File: src/rtl/twsq_pkg.sv
// ============================================================================
// twsq_pkg
// Types, codes and constants shared by the window schedule queue modules.
// ============================================================================
`timescale 1ns / 1ps

package twsq_pkg;

    // Default table size and fixed field limits.
    localparam int DEFAULT_CAPACITY = 16;
    localparam int MAX_DUMP         = 16;
    localparam int COUNT_OUT_W      = 5;

    // Configuration port.
    localparam int               APB_AW          = 2;
    localparam logic [APB_AW-1:0] REG_PERIOD_ADDR = 2'd0;
    localparam logic [31:0]      PERIOD_RESET    = 32'd86400;

    // Request codes.
    localparam logic [2:0] REQ_PUSH   = 3'd0;
    localparam logic [2:0] REQ_POP    = 3'd1;
    localparam logic [2:0] REQ_PEEK   = 3'd2;
    localparam logic [2:0] REQ_DELETE = 3'd3;
    localparam logic [2:0] REQ_DUMP   = 3'd4;

    // Status codes.
    localparam logic [2:0] ST_OK       = 3'd0;
    localparam logic [2:0] ST_EMPTY    = 3'd1;
    localparam logic [2:0] ST_BAD      = 3'd2;
    localparam logic [2:0] ST_OVERLAP  = 3'd3;
    localparam logic [2:0] ST_FULL     = 3'd4;
    localparam logic [2:0] ST_NOTFOUND = 3'd5;

    // One request item.
    typedef struct packed {
        logic [2:0]  req_type;
        logic [31:0] start_time;
        logic [31:0] end_time;
        logic        repeating;
        logic [4:0]  dump_count;
    } t_req_item;

    // One result item.
    typedef struct packed {
        logic [2:0]  status;
        logic [31:0] start_out;
        logic [31:0] end_out;
        logic        repeat_out;
        logic [4:0]  entry_count;
        logic        last;
    } t_result_item;

    // One stored window.
    typedef struct packed {
        logic [31:0] win_start;
        logic [31:0] win_end;
        logic        win_rep;
    } t_window;

    // Index pointer operations.
    typedef enum logic [2:0] {
        IDX_HOLD,
        IDX_ZERO,
        IDX_INC,
        IDX_DEC,
        IDX_TOP
    } t_idx_op;

    // Table write operations.
    typedef enum logic [1:0] {
        WR_NONE,
        WR_SHIFT_UP,
        WR_SHIFT_DOWN,
        WR_NEW
    } t_wr_op;

    // Commands from the controller to the datapath.
    typedef struct packed {
        logic       load_req;
        t_idx_op    idx_op;
        logic       rd_en;
        t_wr_op     wr_op;
        logic       pos_from_rd;
        logic       pos_from_count;
        logic       prev_latch;
        logic       count_inc;
        logic       count_dec;
        logic       win_from_rd;
        logic       set_status;
        logic [2:0] status;
        logic       load_putback;
        logic       dump_load;
        logic       emit_reg;
        logic       emit_rd;
    } t_dp_cmd;

    // Status flags from the datapath to the controller.
    typedef struct packed {
        logic empty;
        logic full;
        logic bad;
        logic count_one;
        logic ge;
        logic ovl_scan;
        logic ovl_cur_end;
        logic at_end;
        logic at_pos;
        logic match;
        logic pb_ok;
        logic dump_zero;
        logic dump_last;
    } t_dp_stat;

endpackage

File: src/rtl/time_window_schedule_queue.sv
// ============================================================================
// time_window_schedule_queue
// Sorted table of non-overlapping time windows with push, pop, peek, delete
// and dump requests, and a configurable repeat period.
// ============================================================================
// Usage:
// - Request channel: an item on i_req is taken at a rising edge where start
//   is high and busy is low. busy stays high until the item is finished.
// - Result channel: each result is shown on o_result for one cycle with
//   o_result_valid high; the receiver cannot stall. The final one has last set.
// - Configuration: repeat_period sits at APB byte address 0; pready is
//   always high. Write it only while busy is low.
// - Sequencing: delete scans for its key and shifts the entries above it
//   down; pop shifts the entries down, plus a push when a repeating window
//   is put back. Push scans to its slot, then shifts the entries above it
//   one per cycle. Dump of N windows shows one window per cycle.
// - The next item can be taken in the cycle the final result is shown.
// - Reset empties the table and sets repeat_period to 86400.
// ============================================================================
`timescale 1ns / 1ps

module time_window_schedule_queue
    import twsq_pkg::*;
#(
    parameter int CAPACITY = DEFAULT_CAPACITY
) (
    input  logic              i_clk,
    input  logic              i_rst_n,
    input  logic              start,
    output logic              busy,
    input  t_req_item         i_req,
    output logic              o_result_valid,
    output t_result_item      o_result,
    input  logic              psel,
    input  logic              penable,
    input  logic              pwrite,
    input  logic [APB_AW-1:0] paddr,
    input  logic [31:0]       pwdata,
    output logic [31:0]       prdata,
    output logic              pready
);

    logic [31:0] r_period;
    t_dp_cmd     dp_cmd;
    t_dp_stat    dp_stat;

    // Repeat period register.
    always_ff @(posedge i_clk) begin
        if (!i_rst_n) begin
            r_period <= PERIOD_RESET;
        end else if (psel && penable && pwrite && (paddr == REG_PERIOD_ADDR)) begin
            r_period <= pwdata;
        end
    end

    assign prdata = (paddr == REG_PERIOD_ADDR) ? r_period : 32'd0;
    assign pready = 1'b1;

    // Sequencer.
    twsq_ctrl u_ctrl (
        .i_clk      (i_clk),
        .i_rst_n    (i_rst_n),
        .i_start    (start),
        .i_req_type (i_req.req_type),
        .i_stat     (dp_stat),
        .o_busy     (busy),
        .o_cmd      (dp_cmd)
    );

    // Table and result datapath.
    twsq_datapath #(
        .CAPACITY (CAPACITY)
    ) u_datapath (
        .i_clk          (i_clk),
        .i_rst_n        (i_rst_n),
        .i_req          (i_req),
        .i_period       (r_period),
        .i_cmd          (dp_cmd),
        .o_stat         (dp_stat),
        .o_result_valid (o_result_valid),
        .o_result       (o_result)
    );

endmodule

File: src/rtl/twsq_ctrl.sv
// ============================================================================
// twsq_ctrl
// Sequencer for the window schedule queue: decodes each item and steps the
// datapath through scans, shifts, writes and result strobes.
// ============================================================================
`timescale 1ns / 1ps

module twsq_ctrl
    import twsq_pkg::*;
(
    input  logic       i_clk,
    input  logic       i_rst_n,
    input  logic       i_start,
    input  logic [2:0] i_req_type,
    input  t_dp_stat   i_stat,
    output logic       o_busy,
    output t_dp_cmd    o_cmd
);

    typedef enum logic [3:0] {
        S_IDLE,
        S_DECODE,
        S_PUSH_SCAN,
        S_INS_SHIFT_RD,
        S_INS_SHIFT,
        S_INS_WRITE,
        S_POP_HEAD,
        S_REM_SHIFT,
        S_PB_CHECK,
        S_PEEK_OUT,
        S_DEL_SCAN,
        S_DUMP_OUT,
        S_RESULT
    } t_state;

    t_state     r_state, n_state;
    logic [2:0] r_op, n_op;
    logic       r_putback, n_putback;

    assign o_busy = (r_state != S_IDLE);

    // State, current operation and put-back flag.
    always_ff @(posedge i_clk) begin
        if (!i_rst_n) begin
            r_state   <= S_IDLE;
            r_op      <= REQ_PUSH;
            r_putback <= 1'b0;
        end else begin
            r_state   <= n_state;
            r_op      <= n_op;
            r_putback <= n_putback;
        end
    end

    // Next state and datapath commands.
    always_comb begin
        n_state   = r_state;
        n_op      = r_op;
        n_putback = r_putback;
        o_cmd     = '0;
        o_cmd.idx_op = IDX_HOLD;
        o_cmd.wr_op  = WR_NONE;

        unique case (r_state)
            S_IDLE: begin
                if (i_start) begin
                    o_cmd.load_req = 1'b1;
                    o_cmd.idx_op   = IDX_ZERO;
                    n_op           = i_req_type;
                    n_putback      = 1'b0;
                    n_state        = S_DECODE;
                end
            end

            // The head entry is read here for every request type.
            S_DECODE: begin
                o_cmd.rd_en  = 1'b1;
                o_cmd.idx_op = IDX_INC;
                unique case (r_op)
                    REQ_PUSH: begin
                        if (i_stat.bad || i_stat.full) begin
                            if (!r_putback) begin
                                o_cmd.set_status = 1'b1;
                                o_cmd.status     = i_stat.bad ? ST_BAD : ST_FULL;
                            end
                            n_state = S_RESULT;
                        end else if (i_stat.empty) begin
                            o_cmd.pos_from_count = 1'b1;
                            n_state              = S_INS_WRITE;
                        end else begin
                            n_state = S_PUSH_SCAN;
                        end
                    end
                    REQ_POP, REQ_PEEK, REQ_DELETE: begin
                        if (i_stat.empty) begin
                            o_cmd.set_status = 1'b1;
                            o_cmd.status     = ST_EMPTY;
                            n_state          = S_RESULT;
                        end else if (r_op == REQ_POP) begin
                            n_state = S_POP_HEAD;
                        end else if (r_op == REQ_PEEK) begin
                            n_state = S_PEEK_OUT;
                        end else begin
                            n_state = S_DEL_SCAN;
                        end
                    end
                    REQ_DUMP: begin
                        if (i_stat.dump_zero) begin
                            o_cmd.set_status = 1'b1;
                            o_cmd.status     = i_stat.empty ? ST_EMPTY : ST_OK;
                            n_state          = S_RESULT;
                        end else begin
                            o_cmd.dump_load = 1'b1;
                            n_state         = S_DUMP_OUT;
                        end
                    end
                    default: begin
                        o_cmd.set_status = 1'b1;
                        o_cmd.status     = ST_BAD;
                        n_state          = S_RESULT;
                    end
                endcase
            end

            // Walk up the table to the first start not below the new start.
            S_PUSH_SCAN: begin
                o_cmd.prev_latch = 1'b1;
                if (i_stat.ge) begin
                    if (i_stat.ovl_scan) begin
                        if (!r_putback) begin
                            o_cmd.set_status = 1'b1;
                            o_cmd.status     = ST_OVERLAP;
                        end
                        n_state = S_RESULT;
                    end else begin
                        o_cmd.pos_from_rd = 1'b1;
                        o_cmd.idx_op      = IDX_TOP;
                        n_state           = S_INS_SHIFT_RD;
                    end
                end else if (i_stat.at_end) begin
                    if (i_stat.ovl_cur_end) begin
                        if (!r_putback) begin
                            o_cmd.set_status = 1'b1;
                            o_cmd.status     = ST_OVERLAP;
                        end
                        n_state = S_RESULT;
                    end else begin
                        o_cmd.pos_from_count = 1'b1;
                        n_state              = S_INS_WRITE;
                    end
                end else begin
                    o_cmd.rd_en  = 1'b1;
                    o_cmd.idx_op = IDX_INC;
                end
            end

            // Open a slot: move entries one place up, from the top down.
            S_INS_SHIFT_RD: begin
                o_cmd.rd_en  = 1'b1;
                o_cmd.idx_op = IDX_DEC;
                n_state      = S_INS_SHIFT;
            end

            S_INS_SHIFT: begin
                o_cmd.wr_op = WR_SHIFT_UP;
                if (i_stat.at_pos) begin
                    n_state = S_INS_WRITE;
                end else begin
                    o_cmd.rd_en  = 1'b1;
                    o_cmd.idx_op = IDX_DEC;
                end
            end

            S_INS_WRITE: begin
                o_cmd.wr_op     = WR_NEW;
                o_cmd.count_inc = 1'b1;
                n_state         = S_RESULT;
            end

            // Keep the head as the reported window, then close the gap.
            S_POP_HEAD: begin
                o_cmd.win_from_rd = 1'b1;
                if (i_stat.count_one) begin
                    o_cmd.count_dec = 1'b1;
                    n_state         = S_PB_CHECK;
                end else begin
                    o_cmd.rd_en  = 1'b1;
                    o_cmd.idx_op = IDX_INC;
                    n_state      = S_REM_SHIFT;
                end
            end

            // Move entries one place down, from the removed slot up.
            S_REM_SHIFT: begin
                o_cmd.wr_op = WR_SHIFT_DOWN;
                if (i_stat.at_end) begin
                    o_cmd.count_dec = 1'b1;
                    n_state         = (r_op == REQ_POP) ? S_PB_CHECK : S_RESULT;
                end else begin
                    o_cmd.rd_en  = 1'b1;
                    o_cmd.idx_op = IDX_INC;
                end
            end

            // A repeating head goes back in one period later, as a push, unless a time would pass 2^32-1.
            S_PB_CHECK: begin
                if (i_stat.pb_ok) begin
                    o_cmd.load_putback = 1'b1;
                    o_cmd.idx_op       = IDX_ZERO;
                    n_putback          = 1'b1;
                    n_op               = REQ_PUSH;
                    n_state            = S_DECODE;
                end else begin
                    n_state = S_RESULT;
                end
            end

            S_PEEK_OUT: begin
                o_cmd.win_from_rd = 1'b1;
                n_state           = S_RESULT;
            end

            // Search for the key, then remove the matching entry.
            S_DEL_SCAN: begin
                if (i_stat.match) begin
                    if (i_stat.at_end) begin
                        o_cmd.count_dec = 1'b1;
                        n_state         = S_RESULT;
                    end else begin
                        o_cmd.rd_en  = 1'b1;
                        o_cmd.idx_op = IDX_INC;
                        n_state      = S_REM_SHIFT;
                    end
                end else if (i_stat.at_end) begin
                    o_cmd.set_status = 1'b1;
                    o_cmd.status     = ST_NOTFOUND;
                    n_state          = S_RESULT;
                end else begin
                    o_cmd.rd_en  = 1'b1;
                    o_cmd.idx_op = IDX_INC;
                end
            end

            // One window per cycle straight from the read port.
            S_DUMP_OUT: begin
                o_cmd.emit_rd = 1'b1;
                if (i_stat.dump_last) begin
                    n_state = S_IDLE;
                end else begin
                    o_cmd.rd_en  = 1'b1;
                    o_cmd.idx_op = IDX_INC;
                end
            end

            S_RESULT: begin
                o_cmd.emit_reg = 1'b1;
                n_state        = S_IDLE;
            end

            default: begin
                n_state = S_IDLE;
            end
        endcase
    end

endmodule

File: src/rtl/twsq_datapath.sv
// ============================================================================
// twsq_datapath
// Window table memory, index pointers, comparators and result register of
// the window schedule queue.
// ============================================================================
`timescale 1ns / 1ps

module twsq_datapath
    import twsq_pkg::*;
#(
    parameter int CAPACITY = DEFAULT_CAPACITY
) (
    input  logic         i_clk,
    input  logic         i_rst_n,
    input  t_req_item    i_req,
    input  logic [31:0]  i_period,
    input  t_dp_cmd      i_cmd,
    output t_dp_stat     o_stat,
    output logic         o_result_valid,
    output t_result_item o_result
);

    localparam int AW = $clog2(CAPACITY);
    localparam int CW = $clog2(CAPACITY + 1);
    localparam int XW = (CW > COUNT_OUT_W) ? CW : COUNT_OUT_W;

    // Window table, one entry per held window in start order.
    t_window mem [CAPACITY];

    t_req_item    r_req;
    logic [CW-1:0] r_idx;
    logic [CW-1:0] r_rd_idx;
    t_window      r_rd_data;
    logic [CW-1:0] r_pos;
    logic [31:0]  r_prev_end;
    logic [CW-1:0] r_count;
    logic [2:0]   r_res_status;
    t_window      r_res_win;
    logic [4:0]   r_left;
    logic         r_out_valid;
    t_result_item r_out;

    logic [CW-1:0] wr_addr;
    logic          wr_en;
    t_window       wr_data;
    logic [32:0]   sum_start;
    logic [32:0]   sum_end;
    logic [4:0]    dump_cap;
    logic [XW-1:0] count_x;
    logic [4:0]    dump_n;

    // Table write address and data.
    always_comb begin
        wr_en   = 1'b1;
        wr_addr = r_pos;
        wr_data = r_rd_data;
        case (i_cmd.wr_op)
            WR_SHIFT_UP:   wr_addr = r_rd_idx + CW'(1);
            WR_SHIFT_DOWN: wr_addr = r_rd_idx - CW'(1);
            WR_NEW: begin
                wr_data.win_start = r_req.start_time;
                wr_data.win_end   = r_req.end_time;
                wr_data.win_rep   = r_req.repeating;
            end
            default:       wr_en = 1'b0;
        endcase
    end

    // Table memory with a registered read port.
    always_ff @(posedge i_clk) begin
        if (wr_en) begin
            mem[wr_addr[AW-1:0]] <= wr_data;
        end
        if (i_cmd.rd_en) begin
            r_rd_data <= mem[r_idx[AW-1:0]];
            r_rd_idx  <= r_idx;
        end
    end

    // Shifted copy of the popped head for the put-back.
    assign sum_start = {1'b0, r_res_win.win_start} + {1'b0, i_period};
    assign sum_end   = {1'b0, r_res_win.win_end} + {1'b0, i_period};

    // Number of windows a dump streams.
    assign dump_cap = (r_req.dump_count > 5'(MAX_DUMP)) ? 5'(MAX_DUMP) : r_req.dump_count;
    assign count_x  = XW'(r_count);
    assign dump_n   = (XW'(dump_cap) < count_x) ? dump_cap : count_x[4:0];

    // Flags for the controller.
    always_comb begin
        o_stat.empty       = (r_count == '0);
        o_stat.full        = (r_count >= CW'(CAPACITY));
        o_stat.bad         = (r_req.end_time <= r_req.start_time);
        o_stat.count_one   = (r_count == CW'(1));
        o_stat.ge          = !(r_rd_data.win_start < r_req.start_time);
        o_stat.ovl_scan    = (r_req.end_time > r_rd_data.win_start)
                           || ((r_rd_idx != '0) && (r_req.start_time < r_prev_end));
        o_stat.ovl_cur_end = (r_req.start_time < r_rd_data.win_end);
        o_stat.at_end      = ((r_rd_idx + CW'(1)) == r_count);
        o_stat.at_pos      = (r_rd_idx == r_pos);
        o_stat.match       = (r_rd_data.win_start == r_req.start_time);
        o_stat.pb_ok       = r_res_win.win_rep && !sum_start[32] && !sum_end[32];
        o_stat.dump_zero   = (dump_n == '0);
        o_stat.dump_last   = (r_left == 5'd1);
    end

    // Held count.
    always_ff @(posedge i_clk) begin
        if (!i_rst_n) begin
            r_count <= '0;
        end else if (i_cmd.count_inc) begin
            r_count <= r_count + CW'(1);
        end else if (i_cmd.count_dec) begin
            r_count <= r_count - CW'(1);
        end
    end

    // Request, pointers and reported window.
    always_ff @(posedge i_clk) begin
        if (i_cmd.load_req) begin
            r_req <= i_req;
        end else if (i_cmd.load_putback) begin
            r_req.start_time <= sum_start[31:0];
            r_req.end_time   <= sum_end[31:0];
            r_req.repeating  <= 1'b1;
        end

        case (i_cmd.idx_op)
            IDX_ZERO: r_idx <= '0;
            IDX_INC:  r_idx <= r_idx + CW'(1);
            IDX_DEC:  r_idx <= r_idx - CW'(1);
            IDX_TOP:  r_idx <= r_count - CW'(1);
            default:  r_idx <= r_idx;
        endcase

        if (i_cmd.pos_from_rd) begin
            r_pos <= r_rd_idx;
        end else if (i_cmd.pos_from_count) begin
            r_pos <= r_count;
        end

        if (i_cmd.prev_latch) begin
            r_prev_end <= r_rd_data.win_end;
        end

        if (i_cmd.load_req) begin
            r_res_status <= ST_OK;
            r_res_win    <= '0;
        end else begin
            if (i_cmd.set_status) begin
                r_res_status <= i_cmd.status;
            end
            if (i_cmd.win_from_rd) begin
                r_res_win <= r_rd_data;
            end
        end

        if (i_cmd.dump_load) begin
            r_left <= dump_n;
        end else if (i_cmd.emit_rd) begin
            r_left <= r_left - 5'd1;
        end
    end

    // Result strobe.
    always_ff @(posedge i_clk) begin
        if (!i_rst_n) begin
            r_out_valid <= 1'b0;
        end else begin
            r_out_valid <= i_cmd.emit_reg || i_cmd.emit_rd;
        end
    end

    // Result payload.
    always_ff @(posedge i_clk) begin
        if (i_cmd.emit_rd) begin
            r_out.status      <= ST_OK;
            r_out.start_out   <= r_rd_data.win_start;
            r_out.end_out     <= r_rd_data.win_end;
            r_out.repeat_out  <= r_rd_data.win_rep;
            r_out.entry_count <= count_x[4:0];
            r_out.last        <= (r_left == 5'd1);
        end else if (i_cmd.emit_reg) begin
            r_out.status      <= r_res_status;
            r_out.start_out   <= r_res_win.win_start;
            r_out.end_out     <= r_res_win.win_end;
            r_out.repeat_out  <= r_res_win.win_rep;
            r_out.entry_count <= count_x[4:0];
            r_out.last        <= 1'b1;
        end
    end

    assign o_result_valid = r_out_valid;
    assign o_result       = r_out;

endmodule

File: config.mk
export PLATFORM = sky130hd
export DESIGN_NAME = time_window_schedule_queue
export DESIGN_NICKNAME = d
export VERILOG_FILES = /design/src/rtl/twsq_pkg.sv /design/src/rtl/time_window_schedule_queue.sv /design/src/rtl/twsq_ctrl.sv /design/src/rtl/twsq_datapath.sv
export SDC_FILE = /design/constraint.sdc
export NUM_CORES = 2
export LEC_CHECK = 0
export BUFFER_PORTS_ARGS = -buffer_cell sky130_fd_sc_hd__buf_2
export CORE_UTILIZATION = 40
export CTS_CLUSTER_SIZE = 24
export DETAILED_ROUTE_END_ITERATION = 10
export GPL_TIMING_DRIVEN = 0
export HOLD_SLACK_MARGIN = 0.08
export PLACE_DENSITY = 0.61
export SKIP_CTS_REPAIR_TIMING = 1
export SYNTH_ARGS = -nofsm -noshare
export SYNTH_HDL_FRONTEND = slang
export SYNTH_SLANG_ARGS = --single-unit
File: constraint.sdc
create_clock -name i_clk -period 15.9 [get_ports i_clk]
set_input_delay 1.59 -clock i_clk [delete_from_list [all_inputs] [get_ports i_clk]]
set_output_delay 1.59 -clock i_clk [all_outputs]
set_load 0.005 [all_outputs]
After elaboration in Yosys (flattened, before gate mapping)

Memories as Yosys holds them, arrays and structs flattened. A register that Yosys moved wholly into a read port is not among the register bits.
Index checks and enable logic that the tools add are counted.

Register bits: 310
Bits in writable memories: 1040
Input bits: 113
Output and inout bits: 109
Word-level logic and storage cells: 210
Memories: 1

Add/sub/neg operators: 9
Magnitude comparators: 8
Equality and inequality tests: 35
Muxes and demuxes: 99
Reductions and logical operators: 33

Memories:

| name           | words | width | read ports | clocked after memory_dff | wr ports | RTL line            | RTL |
|---|---|---|---|---|---|---|---|
| u_datapath.mem | 16    | 65    | 1          | 1                        | 1        | twsq_datapath.sv:28 | `t_window mem [CAPACITY];` |

Operators by type and width:

| operator                                                               | number |
|---|---|
| 65-bit two-way mux                                                     | 3 |
| 71-bit two-way mux                                                     | 2 |
| 4-bit two-way mux                                                      | 28 |
| 32-bit less-than comparator                                            | 3 |
| 32-bit by 32-bit adder with 33-bit output                              | 2 |
| 4-bit case mux with 11 select lines                                    | 1 |
| 5-bit two-way mux                                                      | 8 |
| 3-bit two-way mux                                                      | 12 |
| 4-bit case mux with 3 select lines                                     | 3 |
| 32-bit equality test                                                   | 1 |
| 32-bit greater-than comparator                                         | 1 |
| 32-bit <= comparator                                                   | 1 |
| 32-bit two-way mux                                                     | 1 |
| 1-bit two-way mux                                                      | 31 |
| 3-bit case mux with 9 select lines                                     | 1 |
| 4-bit equality test (second input constant)                            | 5 |
| 5-bit case mux with 4 select lines                                     | 1 |
| 4-bit by 3-bit equality test with 1-bit output (second input constant) | 4 |
| 5-bit by 1-bit adder with 5-bit output (second input constant)         | 3 |
| 5-bit by 1-bit subtractor with 5-bit output (second input constant)    | 3 |
| 3-bit by 2-bit equality test with 1-bit output (second input constant) | 4 |
| 2-bit nonzero test                                                     | 6 |
| 5-bit by 1-bit equality test with 1-bit output (second input constant) | 2 |
| 5-bit equality test                                                    | 2 |
| other kinds (32)                                                       | 56 |

Logic depth before layout (Yosys ltp)

Word-level depth: 9
Mapped depth: 13
Mapped depth without buffers: 12

Hierarchy

Synthesis repeated with hierarchy kept, for this count alone.

Cells, all modules: 3855
Area, all modules: 62547.5 um^2

Modules (own cells, without submodules):

| module                     | instances | cells each | area each (um^2) | sequential area each (um^2) |
|---|---|---|---|---|
| twsq_datapath              | 1         | 3522       | 59982.5          | 40518.9 |
| time_window_schedule_queue | 1         | 180        | 1569.0           | 640.6 |
| twsq_ctrl                  | 1         | 153        | 996.0            | 160.2 |

Worst setup path before layout

No wires, ideal clock.

Path kind: register to register
Start point: register u_ctrl.r_state[2]
End point: register u_datapath.r_out (netlist bit u_datapath.o_result[0]) (enable)
Setup time: 610 ps
Arrival: 6490 ps
Required time: 15290 ps
Path slack: 8800 ps
Stages on the path, launching flop included: 6
Path buffers: 2
Period minus slack after synthesis: 7100 ps
Cell sequence: dfxtp_1 -> clkbuf_1 -> clkbuf_1 -> nand2_1 -> or2_2 -> a21boi_0

Longest elaborated chain between the ends: 3
Elaborated cells between the ends (all ways): 5
Classes of those cells: 2 x eq/ne; 2 x mux; 1 x reduce/logical

RTL lines:

| item                                  | RTL line            | RTL |
|---|---|---|
| start: declaration                    | twsq_ctrl.sv:36     | `t_state r_state, n_state;` |
| start signal: assignment              | twsq_ctrl.sv:49     | `r_state <= n_state;` |
| 4-bit equality test                   | twsq_ctrl.sv:64     | `unique case (r_state)` |
| 1-bit two-way mux                     | twsq_ctrl.sv:64     |  |
| 2-bit nonzero test (no source line) * | n/a                 |  |
| end: declaration                      | twsq_datapath.sv:41 | `t_result_item r_out;` |

Every way passes the cells marked *; elsewhere a longest branch is shown, timed or not.
A chain may end at the register's enable or synchronous reset.

Final worst setup path

Start point: register r_period[0]
End point: register u_datapath.r_req[42] in the netlist's numbering (enable)

Longest elaborated chain between the ends: 7
Elaborated cells between the ends (all ways): 9
Classes of those cells: 2 x add/sub; 2 x mux; 5 x reduce/logical

RTL lines:

| item                                      | RTL line                         | RTL |
|---|---|---|
| start: declaration                        | time_window_schedule_queue.sv:43 | `logic [31:0] r_period;` |
| start signal: assignment                  | time_window_schedule_queue.sv:52 | `r_period <= pwdata;` |
| 32-bit by 32-bit adder with 33-bit output | twsq_datapath.sv:81              | `assign sum_start = {1'b0, r_res_win.win_start} + {1'b0, i_period};` |
| 1-bit zero test                           | twsq_datapath.sv:102             | `o_stat.pb_ok = r_res_win.win_rep && !sum_start[32] && !sum_end[32];` |
| 1-bit logical AND                         | twsq_datapath.sv:102             |  |
| 1-bit logical AND *                       | twsq_datapath.sv:102             |  |
| 1-bit two-way mux *                       | twsq_ctrl.sv:207                 | `if (i_stat.pb_ok) begin` |
| 1-bit two-way mux *                       | twsq_ctrl.sv:64                  |  |
| 2-bit nonzero test (no source line) *     | n/a                              |  |
| end signal: assignment                    | twsq_datapath.sv:121             | `r_req <= i_req;` |
| end: declaration                          | twsq_datapath.sv:30              | `t_req_item r_req;` |

Marked as above.

==> impl_metrics.ini <==
[logic_synthesis]
synth_cells = 3972
synthFlopType = edfxtp_1
syn_avg_cell_area_sq_um = 15.56
synth_top_area_cell = edfxtp_1
yosysMostFrequentCell = edfxtp_1
yosysTopAreaCellShare_pct = 63.06
synth_edf_count = 1298
ys_ff_latch = 1415
yosys_warnings = 0
synth-seq-area-share_pct = 66.85
synth_common_cells = edfxtp_1 (1,298), nand2_1 (458), mux4_2 (325)
async_flop_share_pct = 0
synth_cell_types = 75
synth_area_sq_mm = 0.06181
syn-num-nets = 4329
synthTopCellsByArea = edfxtp_1 (63%), mux4_2 (12%), ha_1 (4.9%), dfxtp_1 (3.8%), nand2_1 (2.8%)

[routing]
drt_pass1_iterations = 6
drt-initial-drc-count = 4184
wl_um = 188700
wl_per_cell_um = 28.60
dr_total_vias = 37790
ant_nets = 0
via_per_inst = 5.726
drc = 0

[worst_setup_path]
crit_path_end_kind = flip-flop
setup.worst_path.start = r_period[0]
worstReg2RegStart = r_period[0]
worstPathArrival_ns = 5.33
worst-r2r-setup-slack_ns = 11.02
path_class = reg2reg
crit_path_start_kind = flip-flop
worst_ep_required_time_ns = 16.35
path_max_fanout = 55

[sta]
rsz0062_at_grt = no
finalSetupTns_ns = 0
period_share_pct = 30.70
relSlewSlack_pct = 11.82
setup_viol = 0
finalHoldViolCount = 0
fmax_mhz = 204.8
clock_skew_ns = 0.02565
slew_violations = 0
fin_crit_ns = 4.882
tightest_slew_ns = 1.323

[cts]
cts-root-buf = clkbuf_16
cts_tree = yes
cts.clk_slew.worst_paths_ns = 0.06
clockBufferDepth = 3
htree_levels = 4
clock_latency_ns = 0.80
cts.sinks = 1415
cts_made_buffers = 145

[flow_run]
drv_cap = 0

[global_route]
antenna_found_initial = 6
grt_max_degree = 56
overflow = 0
grt_usage_pct = 24.04
grt_pass1_wl_um = 267100
grt_pass1_vias = 37370

[cells_and_area]
n_fill_cell = 13060
fin_util_pct = 47.07
drive_gt1_share_pct = 19.87
nNetsFinal = 4804
areaGrowthSynthToFinish_pct = 16.23

[worst_hold_path]
min_path_type = reg2reg
hp-start = u_datapath.count_x[3]

[placement]
port_buffers = 219
gp_congestion = 0.9352
place_hpwl_um = 139900

[die]
io_pins = 222
std_cell_rows = 143
dieArea_sq_mm = 0.1561
coreArea_sq_mm = 0.1526
die_w_um = 395.1
die_h_um = 395.1
initial_core_util_pct = 40.50

[pwr]
power_mw = 13.27
max-vdd-ir-drop_uv = 84.60
p_leak_nw = 24.50
p_per_area_mw_per_mm2 = 184.7

[outcome]
outcome = complete, no violations
## critical path, cell delays in order (launching register included)
cell and delay (ns):
dfxtp_1 0.36, ha_1 0.29, fa_1 0.48, a211oi_1 0.27
nor2_1 0.12, o311ai_0 0.93, nand3_1 0.31, a32oi_1 0.62
nand3_1 0.41, nand2_4 0.34, buf_16 0.29
## state kept, by name (all words and copies together) (netlist names), 32 cells and up
register	cells
r_period	32
u_datapath.o_result	74
u_datapath.mem	1040
u_datapath.r_res_win	65
u_datapath.r_rd_data	65
u_datapath.r_prev_end	32
u_datapath.r_req	70
## power by group
group / switching, mW / internal, mW
Sequential: 0.434 / 5.12
Combinational: 2.73 / 1.67
Clock: 1.47 / 1.84
## routing by layer
metal,vias to the layer above,wire length [um],GRT usage [%]
met5,-,13,0
met4,2,6051,8.202
met3,267,13590,3.435
met2,1584,90490,39.33
met1,19490,78580,32.90
li1,16440,-,-
## stage by stage
| stage | area (sq um) | hold slack [ns] | instances | worst slack [ns] |
|---|---|---|---|---|
| floorplan | 61810 | 0.4029 | 3972 | 8.800 |
| global placement | 65440 | 0.4164 | 6221 | 5.062 |
| detailed placement | 67260 | 0.4189 | 6330 | 11.04 |
| CTS | 71820 | 0.4372 | 6595 | 11.02 |
| global route | 71830 | 0.4485 | 6595 | 10.90 |
| finish | 71840 | 0.4344 | 6599 | 11.02 |
## placed cells by master (no fill, tap or decap), types with 18 or more instances in the layout
cell type	count
clkinv_1	27
clkinv_2	26
nor2b_1	18
xnor2_1	40
clkbuf_1	183
o21ai_1	61
xor2_1	29
a211oi_1	26
nand3_1	41
nand4_1	41
a21o_1	42
mux4_2	325
edfxtp_1	1298
a21oi_1	253
clkbuf_16	147
nor2_1	131
buf_6	36
dfxtp_1	117
nand2_1	457
buf_4	18
buf_1	25
nor3_1	28
buf_2	225
buf_12	47
and2_1	36
o21ai_0	175
inv_1	167
ha_1	241
## path summary, 6_finish.rpt
path                       endpoint  cells past startpoint
max            u_datapath.r_req[42]                     10
min          u_datapath.o_result[4]                      0
max reg2reg    u_datapath.r_req[42]                     10
min reg2reg  u_datapath.o_result[4]                      0
## final cells by class
class / count / area (sq um) / share of cell area (%)
Clock inverter: 76 / 675.6 / 0.9406
Buffer: 178 / 679.4 / 0.9458
Sequential cell: 1415 / 41320 / 57.52
Clock buffer: 189 / 3886 / 5.410
Multi-Input combinational cell: 2210 / 19310 / 26.89
Inverter: 169 / 636.9 / 0.8866
Antenna cell: 4 / 10.01 / 0.01393
Timing Repair Buffer: 328 / 2773 / 3.860
Tap cell: 2030 / 2540 / 3.536
## cells by family (layout without fill, tap and decap cells)
logic type | Yosys count | count (layout) | synth area share [%]
AO/OA/AOI/OAI | 708 | 708 | 6.820
XOR/XNOR | 69 | 69 | 0.9778
adder cells (fa/ha/maj) | 244 | 244 | 4.976
buffers and inverters | 347 | 940 | 2.122
flip-flops | 1415 | 1415 | 66.85
multiplexers | 343 | 343 | 12.15
other | 1 | 5 | 0.006067
AND/OR/NAND/NOR | 845 | 845 | 6.095
(Power assumes the default switching activity.)
